[config.mk]
export PLATFORM = sky130hd
export DESIGN_NAME = lidar_scan_polar_rasterizer_unit
export DESIGN_NICKNAME = d
export VERILOG_FILES = /design/src/sv/lspr_pkg.sv /design/src/sv/lspr_front.sv /design/src/sv/lspr_queue.sv /design/src/sv/lspr_back.sv /design/src/sv/lidar_scan_polar_rasterizer_unit.sv
export VERILOG_INCLUDE_DIRS = /design/src /design/src/sv
export SDC_FILE = /design/constraint.sdc
export NUM_CORES = 2
export LEC_CHECK = 0
export BUFFER_PORTS_ARGS = -buffer_cell sky130_fd_sc_hd__buf_2
export CORE_MARGIN = 5
export CORE_UTILIZATION = 40
export DETAILED_ROUTE_END_ITERATION = 8
export PLACE_DENSITY = 0.62
export SYNTH_ARGS = -nofsm -noshare
export SYNTH_HDL_FRONTEND = slang
export SYNTH_SLANG_ARGS = --single-unit
[constraint.sdc]
create_clock -name aclk -period 19.9 [get_ports aclk]
set_input_delay 0 -clock aclk [delete_from_list [all_inputs] [get_ports aclk]]
set_output_delay 0 -clock aclk [all_outputs]
set_load 0.02 [all_outputs]
[src/sv/lidar_scan_polar_rasterizer_unit_assert.svh]
// Assertion macros for the lidar rasterizer projection engine.
`ifndef LIDAR_SCAN_POLAR_RASTERIZER_UNIT_ASSERT_SVH
`define LIDAR_SCAN_POLAR_RASTERIZER_UNIT_ASSERT_SVH

// Same-cycle implication, clocked on aclk, off during reset.
`define LSPR_ASSERT_IMP(lbl, ante, cons, msg) \
    lbl: assert property (@(posedge aclk) disable iff (!aresetn) (ante) |-> (cons)) else $error(msg);

// Next-cycle implication, clocked on aclk, off during reset.
`define LSPR_ASSERT_NXT(lbl, ante, cons, msg) \
    lbl: assert property (@(posedge aclk) disable iff (!aresetn) (ante) |=> (cons)) else $error(msg);

`endif

[src/sv/lspr_pkg.sv]
// Shared types, constants and the arctangent table of the lidar rasterizer.
`timescale 1ns / 1ps

package lspr_pkg;

    localparam int IMAGE_SIZE    = 500;
    localparam int MAX_SAMPLES   = 4096;
    localparam int IDX_W         = 12;
    localparam int ANGLE_W       = 16;
    localparam int RANGE_W       = 16;
    localparam int PPM_W         = 10;
    localparam int PIX_W         = 9;

    localparam int CORDIC_STEPS  = 16;
    localparam int CORDIC_IDX_W  = $clog2(CORDIC_STEPS);
    localparam int CORDIC_W      = 33;
    localparam int CORDIC_X0     = 652032874;
    localparam int FRAC_BITS     = 38;
    localparam int MAG_W         = 31;
    localparam int RP_W          = RANGE_W + PPM_W;
    localparam int PROD_W        = RP_W + MAG_W;
    localparam int SUM_W         = PROD_W + 2;

    localparam int QUEUE_DEPTH   = 2;
    localparam int QUEUE_PTR_W   = $clog2(QUEUE_DEPTH);

    localparam int APB_ADDR_W    = 4;
    localparam int APB_DATA_W    = 32;

    localparam logic [ANGLE_W-1:0] START_ANGLE_RST = 16'h8000;
    localparam logic [ANGLE_W-1:0] ANGLE_STEP_RST  = 16'd182;
    localparam logic [PPM_W-1:0]   PPM_RST         = 10'd100;
    localparam logic [PIX_W-1:0]   CENTER_RST      = 9'd250;

    typedef enum logic [1:0] {
        REG_START_ANGLE = 2'd0,
        REG_ANGLE_STEP  = 2'd1,
        REG_PPM         = 2'd2,
        REG_CENTER      = 2'd3
    } reg_idx_t;

    typedef struct packed {
        logic [ANGLE_W-1:0] start_angle;
        logic [ANGLE_W-1:0] angle_step;
        logic [PPM_W-1:0]   pixels_per_meter;
        logic [PIX_W-1:0]   center_pixel;
    } cfg_t;

    // One classified sample waiting for the projection engine.
    typedef struct packed {
        logic [RANGE_W-1:0] range_value;
        logic               range_valid;
        logic [IDX_W-1:0]   beam_index;
        logic [ANGLE_W-1:0] angle;
    } q_item_t;

    // atan(2^-i) in units of 2^32 per full turn.
    function automatic logic [31:0] atan_bam(input logic [CORDIC_IDX_W-1:0] i);
        logic [31:0] v;
        case (i)
            4'd0:    v = 32'd536870912;
            4'd1:    v = 32'd316933406;
            4'd2:    v = 32'd167458907;
            4'd3:    v = 32'd85004756;
            4'd4:    v = 32'd42667331;
            4'd5:    v = 32'd21354465;
            4'd6:    v = 32'd10680862;
            4'd7:    v = 32'd5340245;
            4'd8:    v = 32'd2670163;
            4'd9:    v = 32'd1335087;
            4'd10:   v = 32'd667544;
            4'd11:   v = 32'd333772;
            4'd12:   v = 32'd166886;
            4'd13:   v = 32'd83443;
            4'd14:   v = 32'd41722;
            4'd15:   v = 32'd20861;
            default: v = 32'd0;
        endcase
        return v;
    endfunction

endpackage

[src/sv/lspr_front.sv]
// Front end: accept samples, assign beam index and beam angle.
`timescale 1ns / 1ps

module lspr_front (
    input  logic                         aclk,
    input  logic                         aresetn,
    input  lspr_pkg::cfg_t               cfg,
    input  logic                         s_valid,
    output logic                         s_ready,
    input  logic [lspr_pkg::RANGE_W-1:0] s_range_value,
    input  logic                         s_range_valid,
    input  logic                         s_scan_start,
    input  logic                         q_full,
    output logic                         q_push,
    output lspr_pkg::q_item_t            q_item
);

    localparam logic [lspr_pkg::IDX_W-1:0] IDX_LAST = lspr_pkg::IDX_W'(lspr_pkg::MAX_SAMPLES - 1);
    localparam int MUL_W = lspr_pkg::IDX_W + lspr_pkg::ANGLE_W;

    logic [lspr_pkg::IDX_W-1:0]   counter_reg;
    logic [lspr_pkg::IDX_W-1:0]   counter_next;
    logic [lspr_pkg::IDX_W-1:0]   idx_w;
    logic [MUL_W-1:0]             turn_w;

    assign s_ready = !q_full;
    assign q_push  = s_valid && s_ready;

    // Scan start forces index zero; counter resumes after it.
    assign idx_w  = s_scan_start ? '0 : counter_reg;
    // Only the low bits of index*step matter: angle wraps per turn.
    assign turn_w = MUL_W'(idx_w) * MUL_W'(cfg.angle_step);

    always_comb begin
        q_item.range_value = s_range_value;
        q_item.range_valid = s_range_valid;
        q_item.beam_index  = idx_w;
        q_item.angle       = cfg.start_angle + turn_w[lspr_pkg::ANGLE_W-1:0];
    end

    always_comb begin
        counter_next = counter_reg;
        if (q_push) begin
            counter_next = (idx_w == IDX_LAST) ? '0 : idx_w + 1'b1;
        end
    end

    always_ff @(posedge aclk) begin
        if (!aresetn) begin
            counter_reg <= '0;
        end else begin
            counter_reg <= counter_next;
        end
    end

endmodule

[src/sv/lspr_queue.sv]
// Short item queue between the front end and the projection engine.
`timescale 1ns / 1ps

module lspr_queue (
    input  logic                aclk,
    input  logic                aresetn,
    input  logic                push,
    input  lspr_pkg::q_item_t   push_item,
    output logic                full,
    input  logic                pop,
    output lspr_pkg::q_item_t   head_item,
    output logic                not_empty
);

    localparam int CNT_W = lspr_pkg::QUEUE_PTR_W + 1;
    localparam logic [CNT_W-1:0] DEPTH_C = CNT_W'(lspr_pkg::QUEUE_DEPTH);

    lspr_pkg::q_item_t mem_reg [lspr_pkg::QUEUE_DEPTH];
    logic [lspr_pkg::QUEUE_PTR_W-1:0] wr_ptr_reg;
    logic [lspr_pkg::QUEUE_PTR_W-1:0] rd_ptr_reg;
    logic [CNT_W-1:0]                 count_reg;

    assign full      = (count_reg == DEPTH_C);
    assign not_empty = (count_reg != '0);
    assign head_item = mem_reg[rd_ptr_reg];

    always_ff @(posedge aclk) begin
        if (push) begin
            mem_reg[wr_ptr_reg] <= push_item;
        end
    end

    always_ff @(posedge aclk) begin
        if (!aresetn) begin
            wr_ptr_reg <= '0;
            rd_ptr_reg <= '0;
            count_reg  <= '0;
        end else begin
            if (push) begin
                wr_ptr_reg <= wr_ptr_reg + 1'b1;
            end
            if (pop) begin
                rd_ptr_reg <= rd_ptr_reg + 1'b1;
            end
            case ({push, pop})
                2'b10:   count_reg <= count_reg + 1'b1;
                2'b01:   count_reg <= count_reg - 1'b1;
                default: count_reg <= count_reg;
            endcase
        end
    end

endmodule

[src/sv/lspr_back.sv]
// Projection engine: iterative CORDIC, shared multiplier, pixel clip, result register.
`timescale 1ns / 1ps

`include "lidar_scan_polar_rasterizer_unit_assert.svh"

module lspr_back (
    input  logic                         aclk,
    input  logic                         aresetn,
    input  lspr_pkg::cfg_t               cfg,
    input  logic                         q_valid,
    input  lspr_pkg::q_item_t            q_item,
    output logic                         q_pop,
    output logic                         m_valid,
    input  logic                         m_ready,
    output logic [lspr_pkg::PIX_W-1:0]   m_pixel_x,
    output logic [lspr_pkg::PIX_W-1:0]   m_pixel_y,
    output logic                         m_hit,
    output logic [lspr_pkg::IDX_W-1:0]   m_beam_index
);

    localparam int CW = lspr_pkg::CORDIC_W;
    localparam int SW = lspr_pkg::SUM_W;
    localparam int QW = SW - lspr_pkg::FRAC_BITS;
    localparam logic [lspr_pkg::CORDIC_IDX_W-1:0] ITER_LAST =
        lspr_pkg::CORDIC_IDX_W'(lspr_pkg::CORDIC_STEPS - 1);
    localparam logic [QW-1:0] IMG_LIMIT = QW'(lspr_pkg::IMAGE_SIZE);

    typedef enum logic [2:0] {
        ST_IDLE,
        ST_ROT,
        ST_MUL,
        ST_ADD,
        ST_CLS,
        ST_DONE
    } state_t;

    state_t                               state_reg, state_next;
    logic [lspr_pkg::CORDIC_IDX_W-1:0]    iter_reg, iter_next;
    logic                                 axis_reg, axis_next;
    logic                                 m_valid_reg, m_valid_next;

    logic signed [CW-1:0]                 x_reg, x_next;
    logic signed [CW-1:0]                 y_reg, y_next;
    logic signed [CW-1:0]                 z_reg, z_next;
    logic                                 flip_reg, flip_next;
    logic [lspr_pkg::RANGE_W-1:0]         range_reg, range_next;
    logic                                 valid_reg, valid_next;
    logic [lspr_pkg::IDX_W-1:0]           idx_reg, idx_next;
    logic [lspr_pkg::RP_W-1:0]            rp_reg, rp_next;
    logic [lspr_pkg::PROD_W-1:0]          prod_reg, prod_next;
    logic                                 neg_reg, neg_next;
    logic signed [SW-1:0]                 sum_reg, sum_next;
    logic [lspr_pkg::PIX_W-1:0]           px_reg, px_next;
    logic [lspr_pkg::PIX_W-1:0]           py_reg, py_next;
    logic                                 hx_reg, hx_next;
    logic                                 hy_reg, hy_next;
    logic [lspr_pkg::PIX_W-1:0]           out_x_reg, out_x_next;
    logic [lspr_pkg::PIX_W-1:0]           out_y_reg, out_y_next;
    logic                                 out_hit_reg, out_hit_next;
    logic [lspr_pkg::IDX_W-1:0]           out_idx_reg, out_idx_next;

    logic                                 flip_w;
    logic [lspr_pkg::ANGLE_W-1:0]         ang_adj_w;
    logic signed [CW-1:0]                 dx_w, dy_w, at_w;
    logic signed [CW-1:0]                 trig_w;
    logic [lspr_pkg::MAG_W-1:0]           mag_w;
    logic signed [SW-1:0]                 cen_w, prod_ext_w;
    logic [QW-1:0]                        q_w;
    logic                                 ax_hit_w;
    logic [lspr_pkg::PIX_W-1:0]           ax_pix_w;
    logic                                 item_hit_w;

    assign q_pop = (state_reg == ST_IDLE) && q_valid;

    // Angles in the left half plane turn by half a turn; negate results at the end.
    assign flip_w    = q_item.angle[15] ^ q_item.angle[14];
    assign ang_adj_w = {q_item.angle[15] ^ flip_w, q_item.angle[14:0]};

    assign dx_w = y_reg >>> iter_reg;
    assign dy_w = x_reg >>> iter_reg;
    assign at_w = signed'({1'b0, lspr_pkg::atan_bam(iter_reg)});

    assign trig_w = axis_reg ? y_reg : x_reg;
    assign mag_w  = trig_w[CW-1] ? lspr_pkg::MAG_W'(-trig_w) : lspr_pkg::MAG_W'(trig_w);

    assign cen_w      = signed'({{(SW - lspr_pkg::PIX_W - lspr_pkg::FRAC_BITS){1'b0}},
                                 cfg.center_pixel, {lspr_pkg::FRAC_BITS{1'b0}}});
    assign prod_ext_w = signed'(SW'(prod_reg));

    // Truncate toward zero: a negative sum above -1 maps to pixel zero.
    assign q_w = sum_reg[SW-1:lspr_pkg::FRAC_BITS];
    always_comb begin
        if (sum_reg[SW-1]) begin
            ax_hit_w = (&q_w) && (|sum_reg[lspr_pkg::FRAC_BITS-1:0]);
            ax_pix_w = '0;
        end else begin
            ax_hit_w = (q_w < IMG_LIMIT);
            ax_pix_w = q_w[lspr_pkg::PIX_W-1:0];
        end
    end

    assign item_hit_w = valid_reg && hx_reg && hy_reg;

    always_comb begin
        state_next   = state_reg;
        iter_next    = iter_reg;
        axis_next    = axis_reg;
        m_valid_next = m_valid_reg;
        x_next       = x_reg;
        y_next       = y_reg;
        z_next       = z_reg;
        flip_next    = flip_reg;
        range_next   = range_reg;
        valid_next   = valid_reg;
        idx_next     = idx_reg;
        rp_next      = rp_reg;
        prod_next    = prod_reg;
        neg_next     = neg_reg;
        sum_next     = sum_reg;
        px_next      = px_reg;
        py_next      = py_reg;
        hx_next      = hx_reg;
        hy_next      = hy_reg;
        out_x_next   = out_x_reg;
        out_y_next   = out_y_reg;
        out_hit_next = out_hit_reg;
        out_idx_next = out_idx_reg;

        if (m_valid_reg && m_ready) begin
            m_valid_next = 1'b0;
        end

        case (state_reg)
            ST_IDLE: begin
                if (q_valid) begin
                    x_next     = CW'(lspr_pkg::CORDIC_X0);
                    y_next     = '0;
                    z_next     = signed'({ang_adj_w[15], ang_adj_w, 16'h0000});
                    flip_next  = flip_w;
                    range_next = q_item.range_value;
                    valid_next = q_item.range_valid;
                    idx_next   = q_item.beam_index;
                    iter_next  = '0;
                    state_next = ST_ROT;
                end
            end
            ST_ROT: begin
                if (!z_reg[CW-1]) begin
                    x_next = x_reg - dx_w;
                    y_next = y_reg + dy_w;
                    z_next = z_reg - at_w;
                end else begin
                    x_next = x_reg + dx_w;
                    y_next = y_reg - dy_w;
                    z_next = z_reg + at_w;
                end
                rp_next   = lspr_pkg::RP_W'(range_reg) * lspr_pkg::RP_W'(cfg.pixels_per_meter);
                iter_next = iter_reg + 1'b1;
                if (iter_reg == ITER_LAST) begin
                    axis_next  = 1'b0;
                    state_next = ST_MUL;
                end
            end
            ST_MUL: begin
                prod_next  = lspr_pkg::PROD_W'(rp_reg) * lspr_pkg::PROD_W'(mag_w);
                neg_next   = trig_w[CW-1] ^ flip_reg;
                state_next = ST_ADD;
            end
            ST_ADD: begin
                sum_next   = neg_reg ? (cen_w - prod_ext_w) : (cen_w + prod_ext_w);
                state_next = ST_CLS;
            end
            ST_CLS: begin
                if (axis_reg) begin
                    py_next    = ax_pix_w;
                    hy_next    = ax_hit_w;
                    state_next = ST_DONE;
                end else begin
                    px_next    = ax_pix_w;
                    hx_next    = ax_hit_w;
                    axis_next  = 1'b1;
                    state_next = ST_MUL;
                end
            end
            ST_DONE: begin
                if (!m_valid_reg || m_ready) begin
                    out_x_next   = item_hit_w ? px_reg : '0;
                    out_y_next   = item_hit_w ? py_reg : '0;
                    out_hit_next = item_hit_w;
                    out_idx_next = idx_reg;
                    m_valid_next = 1'b1;
                    state_next   = ST_IDLE;
                end
            end
            default: begin
                state_next = ST_IDLE;
            end
        endcase
    end

    always_ff @(posedge aclk) begin
        if (!aresetn) begin
            state_reg   <= ST_IDLE;
            iter_reg    <= '0;
            axis_reg    <= 1'b0;
            m_valid_reg <= 1'b0;
        end else begin
            state_reg   <= state_next;
            iter_reg    <= iter_next;
            axis_reg    <= axis_next;
            m_valid_reg <= m_valid_next;
            x_reg       <= x_next;
            y_reg       <= y_next;
            z_reg       <= z_next;
            flip_reg    <= flip_next;
            range_reg   <= range_next;
            valid_reg   <= valid_next;
            idx_reg     <= idx_next;
            rp_reg      <= rp_next;
            prod_reg    <= prod_next;
            neg_reg     <= neg_next;
            sum_reg     <= sum_next;
            px_reg      <= px_next;
            py_reg      <= py_next;
            hx_reg      <= hx_next;
            hy_reg      <= hy_next;
            out_x_reg   <= out_x_next;
            out_y_reg   <= out_y_next;
            out_hit_reg <= out_hit_next;
            out_idx_reg <= out_idx_next;
        end
    end

    assign m_valid      = m_valid_reg;
    assign m_pixel_x    = out_x_reg;
    assign m_pixel_y    = out_y_reg;
    assign m_hit        = out_hit_reg;
    assign m_beam_index = out_idx_reg;

    `LSPR_ASSERT_NXT(a_pop_starts_rot, q_pop, state_reg == ST_ROT && iter_reg == '0, "pop did not start rotation")
    `LSPR_ASSERT_NXT(a_rot_ends, state_reg == ST_ROT && iter_reg == ITER_LAST, state_reg == ST_MUL && !axis_reg, "rotation did not hand over to multiply")
    `LSPR_ASSERT_IMP(a_miss_zero, m_valid && !m_hit, m_pixel_x == '0 && m_pixel_y == '0, "miss item carries nonzero pixel")

endmodule

[src/sv/lidar_scan_polar_rasterizer_unit.sv]
// Top level of the lidar scan rasterizer: register port, front end, queue, projection engine.
`timescale 1ns / 1ps
// The engine pops a new item only when idle: the 16-step CORDIC loop, then per axis
//   multiply, add and clip on the one shared 26x31 multiplier and adder, then the result register.
// The queue takes two items while the engine is busy; s_ready drops only when it is full.
// Reset (aresetn low at a clock edge, synchronous) empties the queue, clears the index
//   counter and m_valid, and loads the register reset values.

module lidar_scan_polar_rasterizer_unit (
    input  logic                             aclk,
    input  logic                             aresetn,
    // Register port
    input  logic                             psel,
    input  logic                             penable,
    input  logic                             pwrite,
    input  logic [lspr_pkg::APB_ADDR_W-1:0]  paddr,
    input  logic [lspr_pkg::APB_DATA_W-1:0]  pwdata,
    output logic [lspr_pkg::APB_DATA_W-1:0]  prdata,
    output logic                             pready,
    // Sample input
    input  logic                             s_valid,
    output logic                             s_ready,
    input  logic [lspr_pkg::RANGE_W-1:0]     s_range_value,
    input  logic                             s_range_valid,
    input  logic                             s_scan_start,
    // Pixel output
    output logic                             m_valid,
    input  logic                             m_ready,
    output logic [lspr_pkg::PIX_W-1:0]       m_pixel_x,
    output logic [lspr_pkg::PIX_W-1:0]       m_pixel_y,
    output logic                             m_hit,
    output logic [lspr_pkg::IDX_W-1:0]       m_beam_index
);

    lspr_pkg::cfg_t     cfg_reg;
    lspr_pkg::cfg_t     cfg_next;
    lspr_pkg::reg_idx_t reg_sel_w;
    logic               wr_en_w;

    logic               q_push;
    logic               q_full;
    logic               q_pop;
    logic               q_not_empty;
    lspr_pkg::q_item_t  q_in_item;
    lspr_pkg::q_item_t  q_head_item;

    // Registers sit on word addresses; byte offset bits do not select.
    assign reg_sel_w = lspr_pkg::reg_idx_t'(paddr[3:2]);
    assign wr_en_w   = psel && penable && pwrite;
    assign pready    = 1'b1;

    // Write the selected register; keep only its low bits.
    always_comb begin
        cfg_next = cfg_reg;
        if (wr_en_w) begin
            case (reg_sel_w)
                lspr_pkg::REG_START_ANGLE:
                    cfg_next.start_angle = pwdata[lspr_pkg::ANGLE_W-1:0];
                lspr_pkg::REG_ANGLE_STEP:
                    cfg_next.angle_step = pwdata[lspr_pkg::ANGLE_W-1:0];
                lspr_pkg::REG_PPM:
                    cfg_next.pixels_per_meter = pwdata[lspr_pkg::PPM_W-1:0];
                lspr_pkg::REG_CENTER:
                    cfg_next.center_pixel = pwdata[lspr_pkg::PIX_W-1:0];
                default: cfg_next = cfg_reg;
            endcase
        end
    end

    always_ff @(posedge aclk) begin
        if (!aresetn) begin
            cfg_reg.start_angle      <= lspr_pkg::START_ANGLE_RST;
            cfg_reg.angle_step       <= lspr_pkg::ANGLE_STEP_RST;
            cfg_reg.pixels_per_meter <= lspr_pkg::PPM_RST;
            cfg_reg.center_pixel     <= lspr_pkg::CENTER_RST;
        end else begin
            cfg_reg <= cfg_next;
        end
    end

    // Read back zero-extended register contents.
    always_comb begin
        case (reg_sel_w)
            lspr_pkg::REG_START_ANGLE:
                prdata = lspr_pkg::APB_DATA_W'(cfg_reg.start_angle);
            lspr_pkg::REG_ANGLE_STEP:
                prdata = lspr_pkg::APB_DATA_W'(cfg_reg.angle_step);
            lspr_pkg::REG_PPM:
                prdata = lspr_pkg::APB_DATA_W'(cfg_reg.pixels_per_meter);
            lspr_pkg::REG_CENTER:
                prdata = lspr_pkg::APB_DATA_W'(cfg_reg.center_pixel);
            default: prdata = '0;
        endcase
    end

    // Front end: index each sample and fix its beam angle at accept time.
    lspr_front u_front (
        .aclk          (aclk),
        .aresetn       (aresetn),
        .cfg           (cfg_reg),
        .s_valid       (s_valid),
        .s_ready       (s_ready),
        .s_range_value (s_range_value),
        .s_range_valid (s_range_valid),
        .s_scan_start  (s_scan_start),
        .q_full        (q_full),
        .q_push        (q_push),
        .q_item        (q_in_item)
    );

    // Queue decouples sample intake from the slow projection engine.
    lspr_queue u_queue (
        .aclk      (aclk),
        .aresetn   (aresetn),
        .push      (q_push),
        .push_item (q_in_item),
        .full      (q_full),
        .pop       (q_pop),
        .head_item (q_head_item),
        .not_empty (q_not_empty)
    );

    // Back end: rotate, scale, offset, clip, and hold the result item.
    lspr_back u_back (
        .aclk         (aclk),
        .aresetn      (aresetn),
        .cfg          (cfg_reg),
        .q_valid      (q_not_empty),
        .q_item       (q_head_item),
        .q_pop        (q_pop),
        .m_valid      (m_valid),
        .m_ready      (m_ready),
        .m_pixel_x    (m_pixel_x),
        .m_pixel_y    (m_pixel_y),
        .m_hit        (m_hit),
        .m_beam_index (m_beam_index)
    );

endmodule

==> qor.csv <==
metric,value,unit
outcome,"finished, final reports clean",
GRT Resource Usage Total,0.208,
drt initial violations,3726,
longest individual stage delay on the worst path,0.66,ns
number of flip-flops under the largest register name,90,
Max-Cap Viols,0,
number of nets with antenna violations after detailed routing,0,
area overhead of the layout relative to synthesis,8.02,%
type of the tightest min-delay check,input pin to flip-flop,
Mapped Area,0.0671,mm^2
slew margin rel.,0.157,
kind of critical path,flip-flop to flip-flop,
Storage cell area,0.0146,mm^2
endpoints failing hold,0,
maximum number of pins on one net before global-route repair,79,
total overflow reported by the global router,0,
number of vias in the routed layout,49621,
post-synthesis area per instance,9.59,um^2
fraction of synthesized cell area taken by the top area cell type,0.269,
number of sinks on the clock net,520,
worst setup slack after layout,9.02,ns
first-pass GRT wire length,289000,um
shortest clock period the worst path allows after layout,10.88,ns
"reg-to-reg slack, setup",9.02,ns
measured slew at the worst slew-check pin,1.27,ns
worst hold path cell count,2,
Clock Pin Slew Worst Setup and Hold Paths,0.06,ns
R2R cell count,32,
final HPWL from detailed placement,131000,um
reg-to-reg endpoint,u_back.prod_reg[54],
sequential fraction of the synthesis area,0.217,
PortBufs,91,
Worst setup EP type,flip-flop,
die height,420,um
filler instances,16039,
count of TritonRoute iterations in the first routing pass,5,
Worst Path Max Fanout,73,
library cell occupying the most area in the post-synthesis netlist,sky130_fd_sc_hd__fa_1,
Worst Skew,0.0465,ns
Hold EP,u_queue.mem_reg[0][43],
share of final-layout standard cells stronger than drive strength 1,0.0732,
synthesized instance count,6997,
initial antenna violation count,6,
Num CTS Buffers,66,
Post-synth top flop,sky130_fd_sc_hd__edfxtp_1,
area of combinational cells with multiple inputs,0.0474,mm^2
DRC violations left,0,
number of top-level design ports,127,
share of the cycle needed by the critical path after routing,0.547,
highest-delay cell along the critical path,sky130_fd_sc_hd__o31ai_1,
Seq cells post-synth,520,
launch instance of the worst min-delay path,s_range_value[14],
arrival time reported for the critical path endpoint,11.36,ns
Setup crit start kind,flip-flop,
Pins Over Slew Limit,0,
Total Die Area,0.176,mm^2
source-to-sink clock delay at the later pin of the worst-skew pair,0.67,ns
setup repair after global routing missed its margin,no,
total wirelength of the detailed-routed design,182000,um
fin nets,8324,
number of buffers on the longest clock path,3,
row count,150,
worst setup path start,u_back.axis_reg,
leading cell types by total area after synthesis,"sky130_fd_sc_hd__fa_1 (27%), sky130_fd_sc_hd__edfxtp_1 (18%), sky130_fd_sc_hd__ha_1 (7.9%), sky130_fd_sc_hd__inv_1 (5.9%), sky130_fd_sc_hd__and2_1 (5.6%)",
Die X-Extent,420,um
Fmax,91.9,MHz
clock tree from TritonCTS,yes,
effective utilization at floorplan,0.402,
number of synthesized flops with an enable pin,413,
depth of the CTS H-tree,3,
pre-CTS setup slack,9.15,ns
share of async-settable or async-resettable flops after synthesis,0,
GP Congestion,0.876,
cell repeated most along the worst path,sky130_fd_sc_hd__fa_1,
setup TNS,0,ns
Worst Path Required,20.38,ns
floorplan core area,0.167,mm^2
"Distinct cells, synth",107,
number of warnings issued by yosys,0,
buffer count from post-CTS setup fixing,0,
number of global-route vias before repair,51088,
mean number of vias per cell,5.40,
worst reg2reg path startpoint,u_back.axis_reg,
final setup violation count,0,
Root Driver,sky130_fd_sc_hd__clkbuf_16,
average wire per cell in the routed design,19.7,um
==> worst max-delay path, delay by kind of cell (launching register included) <==
family	cells	cell delay, ns
buf+inv	6	1.30
xor+xnor	1	0.18
simple gates	6	1.36
compound gates	9	2.94
fa+ha+maj	9	4.09
flops	1	0.32
mux	1	0.44
==> kinds of logic after synthesis <==
kind of cell	synth area share
xor+xnor	0.0459
flops	0.217
fa+ha+maj	0.348
mux	0.0528
buf+inv	0.0823
simple gates	0.165
compound gates	0.0897
other cells	0.000112
==> per-layer routing <==
layer	track usage	up-vias	share of wire
met1	0.279	25153	0.43
li1	-	22613	-
met4	0.0687	0	0.035
met2	0.351	1511	0.48
met3	0.0258	344	0.058
met5	0	-	0
==> synthesized netlist by cell type (40+ instances only) <==
| cell type | instances |
|---|---|
| sky130_fd_sc_hd__inv_1 | 1048 |
| sky130_fd_sc_hd__fa_1 | 900 |
| sky130_fd_sc_hd__nand2_1 | 861 |
| sky130_fd_sc_hd__and2_1 | 597 |
| sky130_fd_sc_hd__ha_1 | 425 |
| sky130_fd_sc_hd__edfxtp_1 | 413 |
| sky130_fd_sc_hd__clkbuf_1 | 286 |
| sky130_fd_sc_hd__nor2_1 | 272 |
| sky130_fd_sc_hd__a21oi_1 | 244 |
| sky130_fd_sc_hd__xnor2_1 | 236 |
| sky130_fd_sc_hd__o21ai_0 | 191 |
| sky130_fd_sc_hd__xor2_1 | 113 |
| sky130_fd_sc_hd__dfxtp_1 | 107 |
| sky130_fd_sc_hd__mux2i_1 | 102 |
| sky130_fd_sc_hd__nor3_1 | 80 |
| sky130_fd_sc_hd__nor2b_1 | 77 |
| sky130_fd_sc_hd__a21o_1 | 76 |
| sky130_fd_sc_hd__mux2_2 | 70 |
| sky130_fd_sc_hd__nand3_1 | 65 |
| sky130_fd_sc_hd__mux4_2 | 55 |
| sky130_fd_sc_hd__a21boi_0 | 49 |
| sky130_fd_sc_hd__and3_1 | 47 |
| sky130_fd_sc_hd__nand2b_1 | 47 |
| sky130_fd_sc_hd__a31oi_1 | 45 |
| sky130_fd_sc_hd__a211oi_1 | 40 |
==> placed cells by master, fill, tap and decap left out, types with 17 or more instances in the layout <==
cell type                       instances
sky130_fd_sc_hd__and2_1               595
sky130_fd_sc_hd__buf_4                 96
sky130_fd_sc_hd__o21ai_0              191
sky130_fd_sc_hd__nor3b_1               19
sky130_fd_sc_hd__o31ai_1               28
sky130_fd_sc_hd__a21boi_0              49
sky130_fd_sc_hd__nand2b_1              47
sky130_fd_sc_hd__clkbuf_16             68
sky130_fd_sc_hd__inv_1               1047
sky130_fd_sc_hd__xnor2_1              221
sky130_fd_sc_hd__o21bai_1              28
sky130_fd_sc_hd__nor4_1                32
sky130_fd_sc_hd__nand4_1               26
sky130_fd_sc_hd__nor2_1               268
sky130_fd_sc_hd__fa_1                 900
sky130_fd_sc_hd__buf_2                 91
sky130_fd_sc_hd__nand3_1               65
sky130_fd_sc_hd__a31oi_1               45
sky130_fd_sc_hd__and3_1                46
sky130_fd_sc_hd__nor3_1                80
sky130_fd_sc_hd__ha_1                 425
sky130_fd_sc_hd__dlygate4sd3_1         36
sky130_fd_sc_hd__xor2_1                99
sky130_fd_sc_hd__a211oi_1              40
sky130_fd_sc_hd__mux2i_1              102
sky130_fd_sc_hd__nand2_1              861
sky130_fd_sc_hd__dfxtp_1              101
sky130_fd_sc_hd__conb_1                17
sky130_fd_sc_hd__o21a_1                37
sky130_fd_sc_hd__edfxtp_1             413
sky130_fd_sc_hd__mux4_2                55
sky130_fd_sc_hd__o211ai_1              19
sky130_fd_sc_hd__nor2b_1               77
sky130_fd_sc_hd__a21oi_1              244
sky130_fd_sc_hd__or3_1                 22
sky130_fd_sc_hd__a21o_1                76
sky130_fd_sc_hd__mux2_2                70
==> how the worst max path moves through the flow <==
stage                     endpoint  depth (start not counted)
2_1_floorplan  u_back.prod_reg[45]                         39
3_3_place_gp   u_back.prod_reg[54]                         32
3_5_place_dp   u_back.prod_reg[54]                         32
4_1_cts        u_back.prod_reg[54]                         32
5_1_grt        u_back.prod_reg[54]                         33
6_report       u_back.prod_reg[54]                         32
==> timing repair <==
action	CTS	global route
hold buffers	36	0
hold endpoints to repair	104	0
resized for setup	0	0
==> layout make-up <==
type	instances	area share
diodes	3	0.000104
clock buffers	87	0.0250
clock inverters	33	0.00615
inverters	1048	0.0543
multi-input cells	5079	0.654
flip-flops and latches	520	0.201
well taps	2204	0.0380
repair buffers	223	0.0212
==> stage by stage <==
stage	hold WS (ns)	area, um^2	util	instances
4_1_cts	0.00190	72500	0.434	9194
2_1_floorplan	0.0989	67200	-	7012
3_3_place_gp	0.191	69900	0.418	9038
6_report	0.0496	72500	0.434	9197
5_1_grt	0.0385	72500	0.434	9195
3_5_place_dp	0.195	69900	0.418	9038
Power is left out: the tool's default activity adds up to more than one toggle a clock period on the data nets, which glitch-free logic cannot reach.
